<file path="src/rtl/device_attach_state_tracker_defines.svh">
// assertion macros used by dast_core
`ifndef DEVICE_ATTACH_STATE_TRACKER_DEFINES_SVH
`define DEVICE_ATTACH_STATE_TRACKER_DEFINES_SVH

`ifndef SYNTHESIS

// checked every cycle outside reset
`define DAST_ASSERT(lbl, prop) \
  lbl: assert property (@(posedge clk) disable iff (rst) (prop)) \
    else $error("dast assertion failed");

// checked every cycle, reset included
`define DAST_ASSERT_ALWAYS(lbl, prop) \
  lbl: assert property (@(posedge clk) (prop)) \
    else $error("dast assertion failed");

`else

`define DAST_ASSERT(lbl, prop)
`define DAST_ASSERT_ALWAYS(lbl, prop)

`endif

`endif

</file>
<file path="src/rtl/dast_pkg.sv">
package dast_pkg;

  // device states
  typedef enum logic [2:0] {
    ST_STOPPED    = 3'd0,
    ST_WAITING    = 3'd1,
    ST_INSPECTING = 3'd2,
    ST_AVAILABLE  = 3'd3,
    ST_SESSION    = 3'd4,
    ST_CONFLICT   = 3'd5,
    ST_FAULTED    = 3'd6
  } state_t;

  // event kinds, codes above failure are invalid
  typedef enum logic [3:0] {
    EV_START    = 4'd0,
    EV_ATTACH   = 4'd1,
    EV_ACCEPT   = 4'd2,
    EV_OPEN     = 4'd3,
    EV_CLOSE    = 4'd4,
    EV_DETACH   = 4'd5,
    EV_MULTIPLE = 4'd6,
    EV_FAILURE  = 4'd7
  } event_t;

  // result status
  typedef enum logic [1:0] {
    RES_OK             = 2'd0,
    RES_BAD_KIND       = 2'd1,
    RES_BAD_TRANSITION = 2'd2
  } status_t;

  localparam logic [7:0] MultipleMin = 8'd2;

  // one input event
  typedef struct packed {
    logic [3:0]         kind;
    logic [15:0]        vendor;
    logic [15:0]        product;
    logic [6:0]         address;
    logic [31:0]        generation;
    logic [31:0]        revision;
    logic [7:0]         count;
    logic signed [31:0] error_code;
  } ev_t;

  // tracked device snapshot
  typedef struct packed {
    state_t             state;
    logic [15:0]        vendor;
    logic [15:0]        product;
    logic [6:0]         address;
    logic [31:0]        generation;
    logic [7:0]         count;
    logic               recovery;
    logic [31:0]        revision;
    logic signed [31:0] last_error;
  } snap_t;

  // one result
  typedef struct packed {
    status_t status;
    snap_t   snap;
  } res_t;

endpackage

</file>
<file path="src/rtl/dast_in_stage.sv">
module dast_in_stage (
  input  logic            clk,
  input  logic            rst,
  input  logic            in_valid,
  output logic            in_ready,
  input  dast_pkg::ev_t   in_ev,
  output logic            ev_valid,
  input  logic            down_ready,
  output dast_pkg::ev_t   ev
);

  // register accepts a new transfer when empty or being drained
  assign in_ready = !ev_valid || down_ready;

  // valid flag
  always_ff @(posedge clk) begin
    if (rst) begin
      ev_valid <= 1'b0;
    end else if (in_ready) begin
      ev_valid <= in_valid;
    end
  end

  // event payload
  always_ff @(posedge clk) begin
    if (in_valid && in_ready) begin
      ev <= in_ev;
    end
  end

endmodule

</file>
<file path="src/rtl/dast_core.sv">
`include "device_attach_state_tracker_defines.svh"

module dast_core (
  input  logic            clk,
  input  logic            rst,
  input  logic            fire,
  input  dast_pkg::ev_t   ev,
  output dast_pkg::res_t  res
);

  dast_pkg::snap_t   st;
  dast_pkg::snap_t   st_next;
  dast_pkg::status_t status_c;
  logic              carries_rev;
  logic              stale;

  // events that carry a topology revision
  assign carries_rev = ev.kind inside {dast_pkg::EV_ATTACH, dast_pkg::EV_ACCEPT,
                                       dast_pkg::EV_DETACH, dast_pkg::EV_MULTIPLE};
  assign stale = carries_rev && (ev.revision != 32'd0) && (ev.revision < st.revision);

  // next tracker state and status
  always_comb begin
    st_next  = st;
    status_c = dast_pkg::RES_OK;
    if (stale) begin
      status_c = dast_pkg::RES_BAD_TRANSITION;
    end else begin
      case (ev.kind)
        dast_pkg::EV_START: begin
          if (st.state != dast_pkg::ST_STOPPED) begin
            status_c = dast_pkg::RES_BAD_TRANSITION;
          end else begin
            st_next.state = dast_pkg::ST_WAITING;
          end
        end
        dast_pkg::EV_ATTACH: begin
          if (st.state != dast_pkg::ST_WAITING) begin
            status_c = dast_pkg::RES_BAD_TRANSITION;
          end else begin
            st_next.vendor     = ev.vendor;
            st_next.product    = ev.product;
            st_next.address    = ev.address;
            st_next.generation = ev.generation;
            st_next.count      = 8'd0;
            st_next.state      = dast_pkg::ST_INSPECTING;
          end
        end
        dast_pkg::EV_ACCEPT: begin
          if ((st.state != dast_pkg::ST_INSPECTING) || (ev.vendor != st.vendor) ||
              (ev.product != st.product) || (ev.address != st.address) ||
              (ev.generation != st.generation)) begin
            status_c = dast_pkg::RES_BAD_TRANSITION;
          end else begin
            st_next.count = 8'd1;
            st_next.state = dast_pkg::ST_AVAILABLE;
          end
        end
        dast_pkg::EV_OPEN: begin
          if (st.state != dast_pkg::ST_AVAILABLE) begin
            status_c = dast_pkg::RES_BAD_TRANSITION;
          end else begin
            st_next.state = dast_pkg::ST_SESSION;
          end
        end
        dast_pkg::EV_CLOSE: begin
          // close during conflict is taken and ignored
          if (st.state == dast_pkg::ST_SESSION) begin
            st_next.state = dast_pkg::ST_AVAILABLE;
          end else if (st.state != dast_pkg::ST_CONFLICT) begin
            status_c = dast_pkg::RES_BAD_TRANSITION;
          end
        end
        dast_pkg::EV_DETACH: begin
          if (st.state inside {dast_pkg::ST_STOPPED, dast_pkg::ST_WAITING}) begin
            status_c = dast_pkg::RES_BAD_TRANSITION;
          end else if (st.state == dast_pkg::ST_CONFLICT) begin
            // conflict resolves only once no eligible device is left
            st_next.count = ev.count;
            if (ev.count == 8'd0) begin
              st_next.recovery   = 1'b0;
              st_next.vendor     = '0;
              st_next.product    = '0;
              st_next.address    = '0;
              st_next.generation = '0;
              st_next.state      = dast_pkg::ST_WAITING;
            end
          end else begin
            st_next.count      = 8'd0;
            st_next.vendor     = '0;
            st_next.product    = '0;
            st_next.address    = '0;
            st_next.generation = '0;
            st_next.state      = dast_pkg::ST_WAITING;
          end
        end
        dast_pkg::EV_MULTIPLE: begin
          if ((st.state == dast_pkg::ST_STOPPED) || (ev.count < dast_pkg::MultipleMin)) begin
            status_c = dast_pkg::RES_BAD_TRANSITION;
          end else begin
            st_next.vendor     = '0;
            st_next.product    = '0;
            st_next.address    = '0;
            st_next.generation = '0;
            st_next.count      = ev.count;
            st_next.recovery   = 1'b1;
            st_next.state      = dast_pkg::ST_CONFLICT;
          end
        end
        dast_pkg::EV_FAILURE: begin
          st_next.last_error = ev.error_code;
          if (st.state != dast_pkg::ST_CONFLICT) begin
            st_next.state = dast_pkg::ST_FAULTED;
          end
        end
        default: begin
          status_c = dast_pkg::RES_BAD_KIND;
        end
      endcase
      // a zero revision is never stored
      if ((status_c == dast_pkg::RES_OK) && carries_rev && (ev.revision != 32'd0)) begin
        st_next.revision = ev.revision;
      end
    end
  end

  // result is the status and the snapshot after the step
  always_comb begin
    res.status = status_c;
    res.snap   = st_next;
  end

  // tracker registers, all-zero record is the stopped state
  always_ff @(posedge clk) begin
    if (rst) begin
      st <= '0;
    end else if (fire) begin
      st <= st_next;
    end
  end

  // recovery flag is set exactly while in conflict
  `DAST_ASSERT(a_recovery_conflict, st.recovery == (st.state == dast_pkg::ST_CONFLICT))
  // stored revision never goes backward
  `DAST_ASSERT(a_revision_mono, !$past(rst) |-> (st.revision >= $past(st.revision)))
  // state holds when no transfer is processed
  `DAST_ASSERT(a_hold_idle, !fire |=> $stable(st))
  // a rejected event leaves the snapshot unchanged
  `DAST_ASSERT(a_reject_nochange, (fire && (status_c != dast_pkg::RES_OK)) |=> $stable(st))

endmodule

</file>
<file path="src/rtl/dast_out_stage.sv">
module dast_out_stage (
  input  logic            clk,
  input  logic            rst,
  input  logic            load,
  input  dast_pkg::res_t  res_in,
  output logic            up_ready,
  output logic            out_valid,
  input  logic            out_ready,
  output dast_pkg::res_t  res
);

  // result register frees up when empty or being taken
  assign up_ready = !out_valid || out_ready;

  // valid flag
  always_ff @(posedge clk) begin
    if (rst) begin
      out_valid <= 1'b0;
    end else if (up_ready) begin
      out_valid <= load;
    end
  end

  // result payload
  always_ff @(posedge clk) begin
    if (load) begin
      res <= res_in;
    end
  end

endmodule

</file>
<file path="src/rtl/device_attach_state_tracker.sv">
// Attached-device state tracker: one result transfer per event transfer, one event per
// clock cycle sustained; an event passes the input register, then the state update and
// result register; ready runs back from out_ready through both registers, so full rate
// holds whenever the consumer takes every cycle.
module device_attach_state_tracker (
  input  logic               clk,
  input  logic               rst,
  input  logic               in_valid,
  output logic               in_ready,
  input  logic [3:0]         req_type,
  input  logic [15:0]        vendor_code,
  input  logic [15:0]        product_code,
  input  logic [6:0]         bus_address,
  input  logic [31:0]        attach_generation,
  input  logic [31:0]        revision_in,
  input  logic [7:0]         device_count_in,
  input  logic signed [31:0] error_code_in,
  output logic               out_valid,
  input  logic               out_ready,
  output logic [1:0]         status,
  output logic [2:0]         state_out,
  output logic [15:0]        vendor_out,
  output logic [15:0]        product_out,
  output logic [6:0]         address_out,
  output logic [31:0]        generation_out,
  output logic [7:0]         device_count_out,
  output logic               recovery_needed,
  output logic [31:0]        revision_out,
  output logic signed [31:0] last_error_out
);

  dast_pkg::ev_t  in_ev;
  dast_pkg::ev_t  ev;
  dast_pkg::res_t res_c;
  dast_pkg::res_t res_q;
  logic           ev_valid;
  logic           up_ready;
  logic           fire;

  // gather input fields
  always_comb begin
    in_ev.kind       = req_type;
    in_ev.vendor     = vendor_code;
    in_ev.product    = product_code;
    in_ev.address    = bus_address;
    in_ev.generation = attach_generation;
    in_ev.revision   = revision_in;
    in_ev.count      = device_count_in;
    in_ev.error_code = error_code_in;
  end

  dast_in_stage u_in (
    .clk        (clk),
    .rst        (rst),
    .in_valid   (in_valid),
    .in_ready   (in_ready),
    .in_ev      (in_ev),
    .ev_valid   (ev_valid),
    .down_ready (up_ready),
    .ev         (ev)
  );

  // event is processed when the result register can take it
  assign fire = ev_valid && up_ready;

  dast_core u_core (
    .clk  (clk),
    .rst  (rst),
    .fire (fire),
    .ev   (ev),
    .res  (res_c)
  );

  dast_out_stage u_out (
    .clk       (clk),
    .rst       (rst),
    .load      (fire),
    .res_in    (res_c),
    .up_ready  (up_ready),
    .out_valid (out_valid),
    .out_ready (out_ready),
    .res       (res_q)
  );

  // spread result fields
  always_comb begin
    status           = res_q.status;
    state_out        = res_q.snap.state;
    vendor_out       = res_q.snap.vendor;
    product_out      = res_q.snap.product;
    address_out      = res_q.snap.address;
    generation_out   = res_q.snap.generation;
    device_count_out = res_q.snap.count;
    recovery_needed  = res_q.snap.recovery;
    revision_out     = res_q.snap.revision;
    last_error_out   = res_q.snap.last_error;
  end

endmodule

</file>
<file path="config.mk">
export PLATFORM = sky130hd
export DESIGN_NAME = device_attach_state_tracker
export DESIGN_NICKNAME = d
export VERILOG_FILES = /design/src/rtl/dast_pkg.sv /design/src/rtl/dast_in_stage.sv /design/src/rtl/dast_core.sv /design/src/rtl/dast_out_stage.sv /design/src/rtl/device_attach_state_tracker.sv
export VERILOG_INCLUDE_DIRS = /design/src /design/src/rtl
export SDC_FILE = /design/constraint.sdc
export NUM_CORES = 1
export LEC_CHECK = 0
export ABC_AREA = 0
export BUFFER_PORTS_ARGS = -buffer_cell sky130_fd_sc_hd__buf_2
export CAP_MARGIN = 10
export CORE_ASPECT_RATIO = 0.7
export CORE_MARGIN = 1.5
export CORE_UTILIZATION = 50
export CTS_BUF_LIST = sky130_fd_sc_hd__clkbuf_4 sky130_fd_sc_hd__clkbuf_8
export DETAILED_ROUTE_END_ITERATION = 6
export PLACE_DENSITY = 0.72
export SLEW_MARGIN = 10
export SYNTH_ARGS = -nofsm -noshare
export SYNTH_HDL_FRONTEND = slang
export SYNTH_HIERARCHICAL = 1
export SYNTH_SLANG_ARGS = --single-unit
</file>
<file path="constraint.sdc">
create_clock -name clk -period 8.7 [get_ports clk]
set_input_delay 1.305 -clock clk [delete_from_list [all_inputs] [get_ports clk]]
set_output_delay 1.305 -clock clk [all_outputs]
set_load 0.005 [all_outputs]
</file>
; ---- Word-level counts from Yosys, hierarchy flattened
; Index checks and enable logic that the tools add are counted.
[totals]
register_bits = 445
latch_bits = 0
ram_bits = 0
rom_bits = 0
memories = 0
[op_classes]
add_sub_neg = 0
n_mul = 0
div_mod_pow = 0
n_lt_le_gt_ge = 2
n_eq_ne = 18
shift = 0
muxes = 30
bitwise_logic = 0
reduce_logical = 23
[op_table]
columns = operator, n
row1 = $pmux 71 s3, 1
row2 = $mux 83, 2
row3 = $mux 82, 2
row4 = $mux 147, 1
row5 = $mux 74, 1
row6 = $mux 32, 2
row7 = $lt 32x32->1, 1
row8 = $ne 16x16->1, 2
row9 = $ne 32x32->1, 1
row10 = $pmux 8 s4, 1
row11 = $reduce_bool 32->1, 1
row12 = $pmux 3 s8, 1
row13 = $mux 2, 9
row14 = $eq 4x3->1 const B, 4
row15 = $pmux 2 s8, 1
row16 = $mux 3, 5
row17 = $eq 4x2->1 const B, 2
row18 = $logic_not 8->1, 1
row19 = $lt 8x2->1 const B, 1
row20 = $mux 8, 1
row21 = $logic_or 1x1->1, 7
row22 = $ne 7x7->1, 1
row23 = $eq 3x3->1 const B, 2
row24 = $logic_and 1x1->1, 6
row25 = other kinds (14), 17

; ---- Logic depth before layout (Yosys ltp)
; Gate-level depths: netlist of run 1.
[logic_depth]
word_depth = 13
depth_mapped = 11
ltp_nobuf = 9

; ---- Cells and area by module
; Netlist of run 1, hierarchy kept.
[modules_own_cells]
columns = mod, instances, cells_per_inst, area_each_um2
row1 = dast_core, 1, 935, 9013.6
row2 = dast_out_stage, 1, 153, 4520.6
row3 = dast_in_stage, 1, 152, 4469.3
row4 = device_attach_state_tracker, 1, 1, 6.3

; ---- Least setup slack after synthesis of run 1
; No wires, ideal clock.
[synth_path]
path_kind = input to register
start = input port out_ready
end = register u_core/st[13] (netlist bit)
setup_time_ps = 128
t_arrival_ps = 6344
t_required_ps = 8572
path_slack_ps = 2228
path_stages = 7
path_cell_list = nand2b_4 > and2_1 > clkbuf_1 > clkbuf_1 > buf_1 > mux2i_1 > nor2_1
[synth_between]
elab_chain_cells = 2
[synth_lines]
columns = element, line_no
row1 = start: declaration, device_attach_state_tracker.sv:19  ; input logic out_ready,
row2 = $logic_or 1x1->1, dast_out_stage.sv:13  ; assign up_ready = !out_valid || out_ready;
row3 = $logic_and 1x1->1, device_attach_state_tracker.sv:64  ; assign fire = ev_valid && up_ready;
row4 = named net fire, device_attach_state_tracker.sv:38  ; logic fire;
row5 = end signal: assignment, dast_core.sv:138  ; st <= st_next;
row6 = end: declaration, dast_core.sv:11  ; dast_pkg::snap_t st;
; The timed path passes the listed nets, and every way through them passes these cells.
; A chain may end at the register's enable or synchronous reset.

==> impl_metrics.xml, run 1 <==
<?xml version="1.0" encoding="UTF-8"?>
<metrics>
  <group name="status">
    <metric name="run_status" unit="">finished clean</metric>
  </group>
  <group name="timing">
    <metric name="period_minus_ws_final" unit="ns">4.287</metric>
    <metric name="finalCritPeriodShare" unit="%">49.27</metric>
    <metric name="rsz0062_at_grt" unit="">false</metric>
    <metric name="maxSlewHeadroom" unit="%">17.29</metric>
    <metric name="timing_hold_violations_final" unit="">0</metric>
    <metric name="setup_tns" unit="ns">0</metric>
    <metric name="fmax" unit="GHz">0.2333</metric>
    <metric name="smallest_setup_slack_after_layout" unit="ns">4.413</metric>
    <metric name="final_setup_skew" unit="ns">0.03611</metric>
    <metric name="total_setup_violations_reported_at_the_end_of_the_flow" unit="">0</metric>
    <metric name="max_slew.worst_pin.slew" unit="ns">1.241</metric>
    <metric name="pins_over_slew_limit" unit="">0</metric>
  </group>
  <group name="die">
    <metric name="num_rows" unit="">57</metric>
    <metric name="die_area" unit="sq mm">0.03719</metric>
    <metric name="floorplan.io_pins" unit="">302</metric>
    <metric name="chipWidth" unit="um">229.8</metric>
    <metric name="core-area" unit="sq mm">0.03509</metric>
    <metric name="initial_core_util" unit="%">51.33</metric>
    <metric name="die-height" unit="um">161.8</metric>
  </group>
  <group name="place">
    <metric name="detailedPlacementHpwl" unit="um">27760</metric>
    <metric name="portBuffers" unit="">301</metric>
    <metric name="gp_congestion" unit="">0.8863</metric>
    <metric name="dp.cells" unit="">1958</metric>
    <metric name="preCtsSetupSlack" unit="ns">4.527</metric>
  </group>
  <group name="power_and_ir_drop">
    <metric name="p_sw_share" unit="%">22.49</metric>
    <metric name="total_power" unit="uW">4422</metric>
    <metric name="comb_power_share" unit="%">5.8</metric>
    <metric name="cellInternalPower" unit="uW">3428</metric>
    <metric name="powerDensity" unit="mW/mm^2">207.7</metric>
    <metric name="irDropWorstVdd" unit="uV">157.5</metric>
    <metric name="power.static_leakage" unit="uW">0.008047</metric>
    <metric name="switch_pwr" unit="uW">994.3</metric>
    <metric name="power_frac_clock" unit="%">40.2</metric>
    <metric name="p_seq_share" unit="%">54.0</metric>
  </group>
  <group name="clocking">
    <metric name="clkSlewWorstSetupHoldPaths" unit="ns">0.07</metric>
    <metric name="clock_latency" unit="ns">0.61</metric>
    <metric name="cts-root-buf" unit="">clkbuf_8</metric>
    <metric name="cts_tree" unit="">yes</metric>
    <metric name="clock_sink_count" unit="">445</metric>
    <metric name="ctsResizeCount" unit="">0</metric>
    <metric name="post-cts-setup-buffer-count" unit="">0</metric>
    <metric name="holdBufCountCts" unit="">0</metric>
    <metric name="htreeDepth" unit="">3</metric>
    <metric name="tritoncts.num_buffers" unit="">67</metric>
    <metric name="cts_max_path_buffers" unit="">3</metric>
  </group>
  <group name="worst_setup_path">
    <metric name="setup.worst_path.end_class" unit="">flip-flop</metric>
    <metric name="reg2reg_setup_slack" unit="ns">4.41</metric>
    <metric name="setup.worst_path.start_class" unit="">flip-flop</metric>
    <metric name="critical_path.max_fanout" unit="">71</metric>
    <metric name="crit_path_top_delay_cell" unit="">nand3_4</metric>
    <metric name="r2r_start" unit="">u_in/ev[71]$_DFFE_PP_</metric>
    <metric name="crit_path_cell_trace" unit="">ha_1, nand2_1, nor2_1, nand4_1, nor4_2, a211o_1, nand3_4, a22o_1</metric>
    <metric name="worst_ep_arrival_time" unit="ns">4.62</metric>
    <metric name="data_required_time_of_the_worst_path" unit="ns">9.03</metric>
    <metric name="worst_r2r_endpoint" unit="">u_out/res[143]$_DFFE_PP_</metric>
    <metric name="critPathKind" unit="">flip-flop to flip-flop</metric>
    <metric name="reg2regPathDepth" unit="">8</metric>
    <metric name="cp_slowest_stage_delay" unit="ns">0.91</metric>
  </group>
  <group name="logic_synthesis">
    <metric name="syn-cell-area" unit="sq mm">0.01801</metric>
    <metric name="synth_cells" unit="">1241</metric>
    <metric name="synth_async_sr_flop_share" unit="%">0</metric>
    <metric name="yosysWarningCount" unit="">6</metric>
    <metric name="synth_commonest_cells" unit="">edfxtp_1, a22o_1, dfxtp_1</metric>
    <metric name="synth_sequential_area_ratio" unit="%">65.92</metric>
    <metric name="synthMostInstantiatedCell" unit="">edfxtp_1</metric>
    <metric name="yosysTopAreaCellShare" unit="%">49.35</metric>
    <metric name="syn-num-nets" unit="">1423</metric>
    <metric name="ys.flop_type" unit="">edfxtp_1</metric>
    <metric name="synth-edff-count" unit="">296</metric>
    <metric name="synth.top_cells.by_area" unit="">edfxtp_1, dfxtp_1, a22o_1</metric>
    <metric name="synthesized_area_divided_by_synthesized_cell_count" unit="sq um">14.51</metric>
    <metric name="synth_seq_cells" unit="">445</metric>
    <metric name="synth_top_area_cell" unit="">edfxtp_1</metric>
    <metric name="synth.distinct_cells" unit="">69</metric>
  </group>
  <group name="cells_and_area">
    <metric name="ff_latch_area" unit="sq mm">0.01187</metric>
    <metric name="multi_input_gate_area" unit="sq mm">0.005648</metric>
    <metric name="layout-area-overhead-vs-synth" unit="%">18.24</metric>
    <metric name="final_core_utilization" unit="%">60.69</metric>
    <metric name="layout.filler_cells" unit="">2791</metric>
    <metric name="nets" unit="">1737</metric>
    <metric name="post_layout_nonfiller_instances" unit="">2086</metric>
    <metric name="drive_above_1_share" unit="%">30.62</metric>
  </group>
  <group name="drt">
    <metric name="drt-pass1-iter-count" unit="">5</metric>
    <metric name="first_iter_violations" unit="">1010</metric>
    <metric name="post_drt_wl_per_cell" unit="um">20.53</metric>
    <metric name="vias" unit="">11538</metric>
    <metric name="totalWireLength" unit="um">42820</metric>
    <metric name="drcViolationCount" unit="">0</metric>
    <metric name="post_route_ant_nets" unit="">0</metric>
    <metric name="via_per_inst" unit="">5.531</metric>
  </group>
  <group name="global_routing">
    <metric name="initial_antenna_violation_count" unit="">9</metric>
    <metric name="grt_start_max_net_pins" unit="">86</metric>
    <metric name="grt_pass1_wl" unit="um">64360</metric>
    <metric name="gr-usage-all-layers" unit="%">22.63</metric>
    <metric name="globalRouteOverflowTotal" unit="">0</metric>
    <metric name="grt_pass1_vias" unit="">11183</metric>
  </group>
  <group name="hold_path">
    <metric name="worst_hold_path_type" unit="">flip-flop to flip-flop</metric>
    <metric name="worst_hold_stages" unit="">1</metric>
    <metric name="hold_start" unit="">u_core/st[66]$_SDFFE_PP0P_</metric>
    <metric name="hold_end" unit="">u_core/st[66]$_SDFFE_PP0P_</metric>
  </group>
  <group name="job">
    <metric name="drv.max_cap_violation_count" unit="">0</metric>
  </group>
</metrics>
power by group through the flow:
stage | logic [uW] | clock network [uW] | registers (uW)
after floorplan | 147 | 0 | 2420
after global placement | 253 | 0 | 2430
after detailed placement | 257 | 0 | 2430
after CTS | 258 | 1820 | 2390
after global routing | 279 | 1920 | 2390
final | 257 | 1780 | 2390
state kept, by name (all words and copies together) (netlist names):
register         cells
u_out/res          149
u_in/ev            147
u_out/out_valid      1
u_in/ev_valid        1
u_core/st          147
metal layers:
| layer | share of wire [%] | track usage, % | up-vias | routed length (um) |
|---|---|---|---|---|
| met2 | 44 | 33.23 | 423 | 18960 |
| met3 | 7.5 | 5.969 | 75 | 3223 |
| li1 | - | - | 5357 | - |
| met5 | 0.047 | 0 | - | 20 |
| met1 | 46 | 33.20 | 5679 | 19830 |
| met4 | 1.8 | 6.239 | 4 | 788 |
cell usage in the layout, fill, tap and decap left out, types with 3 or more instances in the layout:
master	synthesis	final
nor2b_1	3	3
a211oi_1	4	4
or3_1	3	3
a31oi_1	3	3
nor3_1	8	8
dfxtp_1	149	149
xnor2_1	69	69
nand3_1	9	8
nor4_1	16	16
clkinv_1	1	5
buf_4	3	12
nand2b_1	67	67
clkinvlp_4	0	3
nand2_1	18	18
diode_2	0	4
nor2_1	47	47
clkbuf_8	0	82
a21o_1	3	3
nand2b_4	3	3
a22o_1	150	150
inv_1	40	40
buf_2	19	301
ha_1	31	31
mux2_1	30	30
o21ai_0	12	12
o21a_1	3	3
mux2i_1	64	64
a21oi_1	26	26
nand4_1	27	27
clkinv_2	0	3
clkbuf_4	0	30
a32o_1	8	8
mux2_2	36	36
edfxtp_1	296	296
critical path, delay by kind of cell, from the launching register on:
family	cells	cell delay [ns]
AOI/OAI and AO/OA	2	1.20
adders and majority gates	1	0.33
and+or+nand+nor	5	1.99
DFF	1	0.44
metrics by stage:
stage	area (sq um)	hold WS, ns
2_1_floorplan	18010	0.4428
3_3_place_gp	19860	0.4476
3_5_place_dp	19860	0.4546
4_1_cts	21280	0.4693
5_1_grt	21290	0.4795
6_report	21290	0.4695
cell families (layout without fill, tap and decap cells):
kind of cell	Yosys count	count (layout)	share of synthesized area, %
DFF	445	445	65.92
AOI/OAI and AO/OA	235	235	10.82
and+or+nand+nor	220	220	7.086
muxes	130	130	7.684
buffers and inverters	109	478	2.883
xor gates and xnor gates	71	71	3.453
adders and majority gates	31	31	2.154
other	0	4	0
worst max path at each step:
| stage | slack, ns | to | startpoint |
|---|---|---|---|
| after detailed placement | 4.53 | u_in/ev[59]$_DFFE_PP_ | out_ready |
| after CTS | 4.51 | u_out/res[129]$_DFFE_PP_ | u_in/ev[71]$_DFFE_PP_ |
| after global routing | 4.25 | u_out/res[143]$_DFFE_PP_ | u_in/ev[71]$_DFFE_PP_ |
| after global placement | 4.61 | u_in/ev[59]$_DFFE_PP_ | out_ready |
| after floorplan | 2.23 | u_core/st[13]$_SDFFE_PP0P_ | out_ready |
| final | 4.41 | u_out/res[143]$_DFFE_PP_ | u_in/ev[71]$_DFFE_PP_ |
layout make-up:
class                           instances  share of cell area, %
Sequential cell                       445                  55.75
Timing Repair Buffer                  313                  7.497
Clock buffer                          112                  6.358
Inverter                               41                 0.7227
Tap cell                              472                  2.773
Antenna cell                            4                0.04701
Multi-Input combinational cell        687                  26.52
Clock inverter                         12                 0.3290
(Power assumes the default switching activity.)
==> run 2: changes to the inputs <==
==> constraint.sdc (replaced) <==
create_clock -name clk -period 4.25 [get_ports clk]
set_input_delay 0.6375 -clock clk [delete_from_list [all_inputs] [get_ports clk]]
set_output_delay 0.6375 -clock clk [all_outputs]
set_load 0.005 [all_outputs]
==> run 2 against run 1 <==
  * Worst setup slack worse by 3.8 ns
  * Largest cell class unchanged
  * Fmax is 20% higher
  * Global-route usage is 0.26 points higher
  * Sequential power is 100% higher
  * Highest routed layer unchanged
  * Register-to-register slack worse by 3.8 ns
  * Non-clock buffer count is 3 higher
  * Sequential share of layout area is 0.098 points lower
  * Clock skew is 0.011 ns lower
  * Clock power is 100% higher
  * First-iteration DRC count is 11% higher
  * Via count is 0.15% higher
==> impl_metrics.xml, run 2 (same netlist as run 1, synthesis figures left out) <==
<?xml version="1.0" encoding="UTF-8"?>
<metrics>
  <group name="power_and_ir_drop">
    <metric name="powerDensity" unit="mW/mm^2">423.5</metric>
    <metric name="irDropWorstVdd" unit="uV">276.2</metric>
    <metric name="p_seq_share" unit="%">54.1</metric>
    <metric name="power.static_leakage" unit="uW">0.008057</metric>
    <metric name="cellInternalPower" unit="uW">6923</metric>
    <metric name="p_sw_share" unit="%">23.37</metric>
    <metric name="comb_power_share" unit="%">5.9</metric>
    <metric name="switch_pwr" unit="uW">2111</metric>
    <metric name="power_frac_clock" unit="%">40.0</metric>
  </group>
  <group name="cells_and_area">
    <metric name="drive_above_1_share" unit="%">30.34</metric>
    <metric name="fin_area" unit="sq mm">0.02133</metric>
    <metric name="final_cell_mix" unit="">buf_2, edfxtp_1, a22o_1, dfxtp_1, clkbuf_8</metric>
    <metric name="registers.top_by_ff_count" unit="">u_out/res</metric>
    <metric name="reg_top3" unit="">u_out/res x149, u_core/st x147, u_in/ev x147</metric>
    <metric name="layout_commonest_cell" unit="">buf_2</metric>
    <metric name="max_ffs_per_register" unit="">149</metric>
    <metric name="nets" unit="">1741</metric>
    <metric name="post_layout_nonfiller_instances" unit="">2093</metric>
    <metric name="layout-area-overhead-vs-synth" unit="%">18.45</metric>
  </group>
  <group name="global_routing">
    <metric name="gr-usage-all-layers" unit="%">22.90</metric>
    <metric name="met2_usage" unit="%">32.27</metric>
    <metric name="globalRouteOverflowTotal" unit="">0</metric>
    <metric name="busiest_layer" unit="">met1</metric>
    <metric name="grt_pass1_wl" unit="um">64680</metric>
    <metric name="grt_pass1_vias" unit="">11033</metric>
    <metric name="grt_start_max_net_pins" unit="">128</metric>
    <metric name="grt.met3_usage" unit="%">6.794</metric>
    <metric name="initial_antenna_violation_count" unit="">11</metric>
    <metric name="grt_util_met1" unit="%">33.79</metric>
  </group>
  <group name="timing">
    <metric name="smallest_setup_slack_after_layout" unit="ns">0.6631</metric>
    <metric name="max_slew.worst_pin.slew" unit="ns">0.9569</metric>
    <metric name="fmax" unit="GHz">0.2788</metric>
    <metric name="rsz0062_at_grt" unit="">false</metric>
    <metric name="period_minus_ws_final" unit="ns">3.587</metric>
    <metric name="maxSlewHeadroom" unit="%">36.20</metric>
    <metric name="finalCritPeriodShare" unit="%">84.40</metric>
    <metric name="timing_hold_violations_final" unit="">0</metric>
    <metric name="final_setup_skew" unit="ns">0.02531</metric>
    <metric name="pins_over_slew_limit" unit="">0</metric>
    <metric name="total_setup_violations_reported_at_the_end_of_the_flow" unit="">0</metric>
    <metric name="setup_tns" unit="ns">0</metric>
  </group>
  <group name="worst_setup_path">
    <metric name="worst_ep_arrival_time" unit="ns">3.96</metric>
    <metric name="crit_path_top_delay_cell" unit="">nor4_2</metric>
    <metric name="path_buf_inv" unit="">1</metric>
    <metric name="reg2reg_setup_slack" unit="ns">0.66</metric>
    <metric name="cp_top_family" unit="">simple AND/OR/NAND/NOR gates</metric>
    <metric name="critPathKind" unit="">flip-flop to flip-flop</metric>
    <metric name="critPathCapture" unit="">u_out/res[84]$_DFFE_PP_</metric>
    <metric name="reg2regPathDepth" unit="">9</metric>
    <metric name="setup.worst_path.start_class" unit="">flip-flop</metric>
    <metric name="data_required_time_of_the_worst_path" unit="ns">4.62</metric>
    <metric name="crit_path_cell_trace" unit="">ha_1, nand2_1, nor2_1, nand4_1, nor4_2, a211o_1, nand3_4, buf_4, a22o_1</metric>
    <metric name="origin_of_the_worst_setup_path" unit="">u_in/ev[71]$_DFFE_PP_</metric>
    <metric name="crit_cells" unit="">9</metric>
    <metric name="setup.worst_path.end_class" unit="">flip-flop</metric>
    <metric name="r2r_start" unit="">u_in/ev[71]$_DFFE_PP_</metric>
    <metric name="worst_r2r_endpoint" unit="">u_out/res[84]$_DFFE_PP_</metric>
    <metric name="critical_path.max_fanout" unit="">71</metric>
    <metric name="cp_slowest_stage_delay" unit="ns">0.66</metric>
  </group>
  <group name="drt">
    <metric name="totalWireLength" unit="um">43560</metric>
    <metric name="first_iter_violations" unit="">1123</metric>
    <metric name="drcViolationCount" unit="">0</metric>
    <metric name="post_route_ant_nets" unit="">0</metric>
    <metric name="vias" unit="">11555</metric>
    <metric name="via_per_inst" unit="">5.521</metric>
    <metric name="post_drt_wl_per_cell" unit="um">20.81</metric>
    <metric name="drt-pass1-iter-count" unit="">5</metric>
  </group>
  <group name="clocking">
    <metric name="clkSlewWorstSetupHoldPaths" unit="ns">0.07</metric>
    <metric name="clock_sink_count" unit="">445</metric>
    <metric name="post-cts-setup-buffer-count" unit="">0</metric>
    <metric name="htreeDepth" unit="">3</metric>
    <metric name="cts_tree" unit="">yes</metric>
    <metric name="cts_max_path_buffers" unit="">3</metric>
    <metric name="holdBufCountCts" unit="">0</metric>
    <metric name="ctsResizeCount" unit="">0</metric>
    <metric name="cts-root-buf" unit="">clkbuf_8</metric>
    <metric name="clock_latency" unit="ns">0.63</metric>
    <metric name="tritoncts.num_buffers" unit="">68</metric>
  </group>
  <group name="place">
    <metric name="dpl-instance-area" unit="sq mm">0.01992</metric>
    <metric name="detailedPlacementHpwl" unit="um">27680</metric>
    <metric name="dp.cells" unit="">1961</metric>
    <metric name="preCtsSetupSlack" unit="ns">0.7855</metric>
    <metric name="gp_congestion" unit="">0.8406</metric>
    <metric name="portBuffers" unit="">301</metric>
  </group>
  <group name="hold_path">
    <metric name="worst_hold_path_type" unit="">primary input to flip-flop</metric>
    <metric name="worst_hold_stages" unit="">1</metric>
  </group>
  <group name="die">
    <metric name="floorplan.io_pins" unit="">302</metric>
    <metric name="initial_core_util" unit="%">51.33</metric>
    <metric name="die_area" unit="sq mm">0.03719</metric>
    <metric name="num_rows" unit="">57</metric>
    <metric name="core-area" unit="sq mm">0.03509</metric>
    <metric name="chipWidth" unit="um">229.8</metric>
    <metric name="die-height" unit="um">161.8</metric>
  </group>
  <group name="job">
    <metric name="drv.max_cap_violation_count" unit="">0</metric>
  </group>
  <group name="status">
    <metric name="run_status" unit="">finished clean</metric>
  </group>
</metrics>
run 2: power by group through the flow:
stage | combinational (uW) | sequential, uW | clock (uW)
global placement | 525 | 4970 | 0
CTS | 537 | 4890 | 3710
global route | 577 | 4900 | 3900
detailed placement | 534 | 4980 | 0
floorplan | 302 | 4950 | 0
finish | 535 | 4890 | 3610
run 2: how the worst min path moves through the flow:
stage | startpoint | endpoint | slack, ns
2_1_floorplan | u_core/st[66]$_SDFFE_PP0P_ | u_core/st[66]$_SDFFE_PP0P_ | 0.44
3_3_place_gp | u_core/st[72]$_SDFFE_PP0P_ | u_core/st[72]$_SDFFE_PP0P_ | 0.45
3_5_place_dp | u_core/st[70]$_SDFFE_PP0P_ | u_core/st[70]$_SDFFE_PP0P_ | 0.45
4_1_cts | product_code[15] | u_in/ev[126]$_DFFE_PP_ | 0.13
5_1_grt | product_code[4] | u_in/ev[115]$_DFFE_PP_ | 0.12
6_report | product_code[4] | u_in/ev[115]$_DFFE_PP_ | 0.17
run 2: cell type report:
class / count / area, sq um
well taps: 472 / 590.6
flip-flops and latches: 445 / 11870
fillers: 2775 / 13760
inverters: 41 / 153.9
clock buffers: 102 / 1260
multi-input cells: 687 / 5648
diodes: 6 / 15.01
clock inverters: 24 / 136.4
repair buffers: 316 / 1657
run 2: through the flow:
step                      utilization (%)  hold slack (ns)  power, uW
final                               60.79           0.1723       9034
after global routing                60.78           0.1225       9380
after CTS                           60.75           0.1288       9129
after detailed placement            56.77           0.4546       5511
after global placement              56.77           0.4481       5498
after floorplan                         -           0.4428       5256
run 2: per-layer routing:
layer  routed length, um  vias up
met5                  62        -
met4                 931        8
met3                3178       79
met2               18790      436
met1               20600     5659
li1                    -     5373
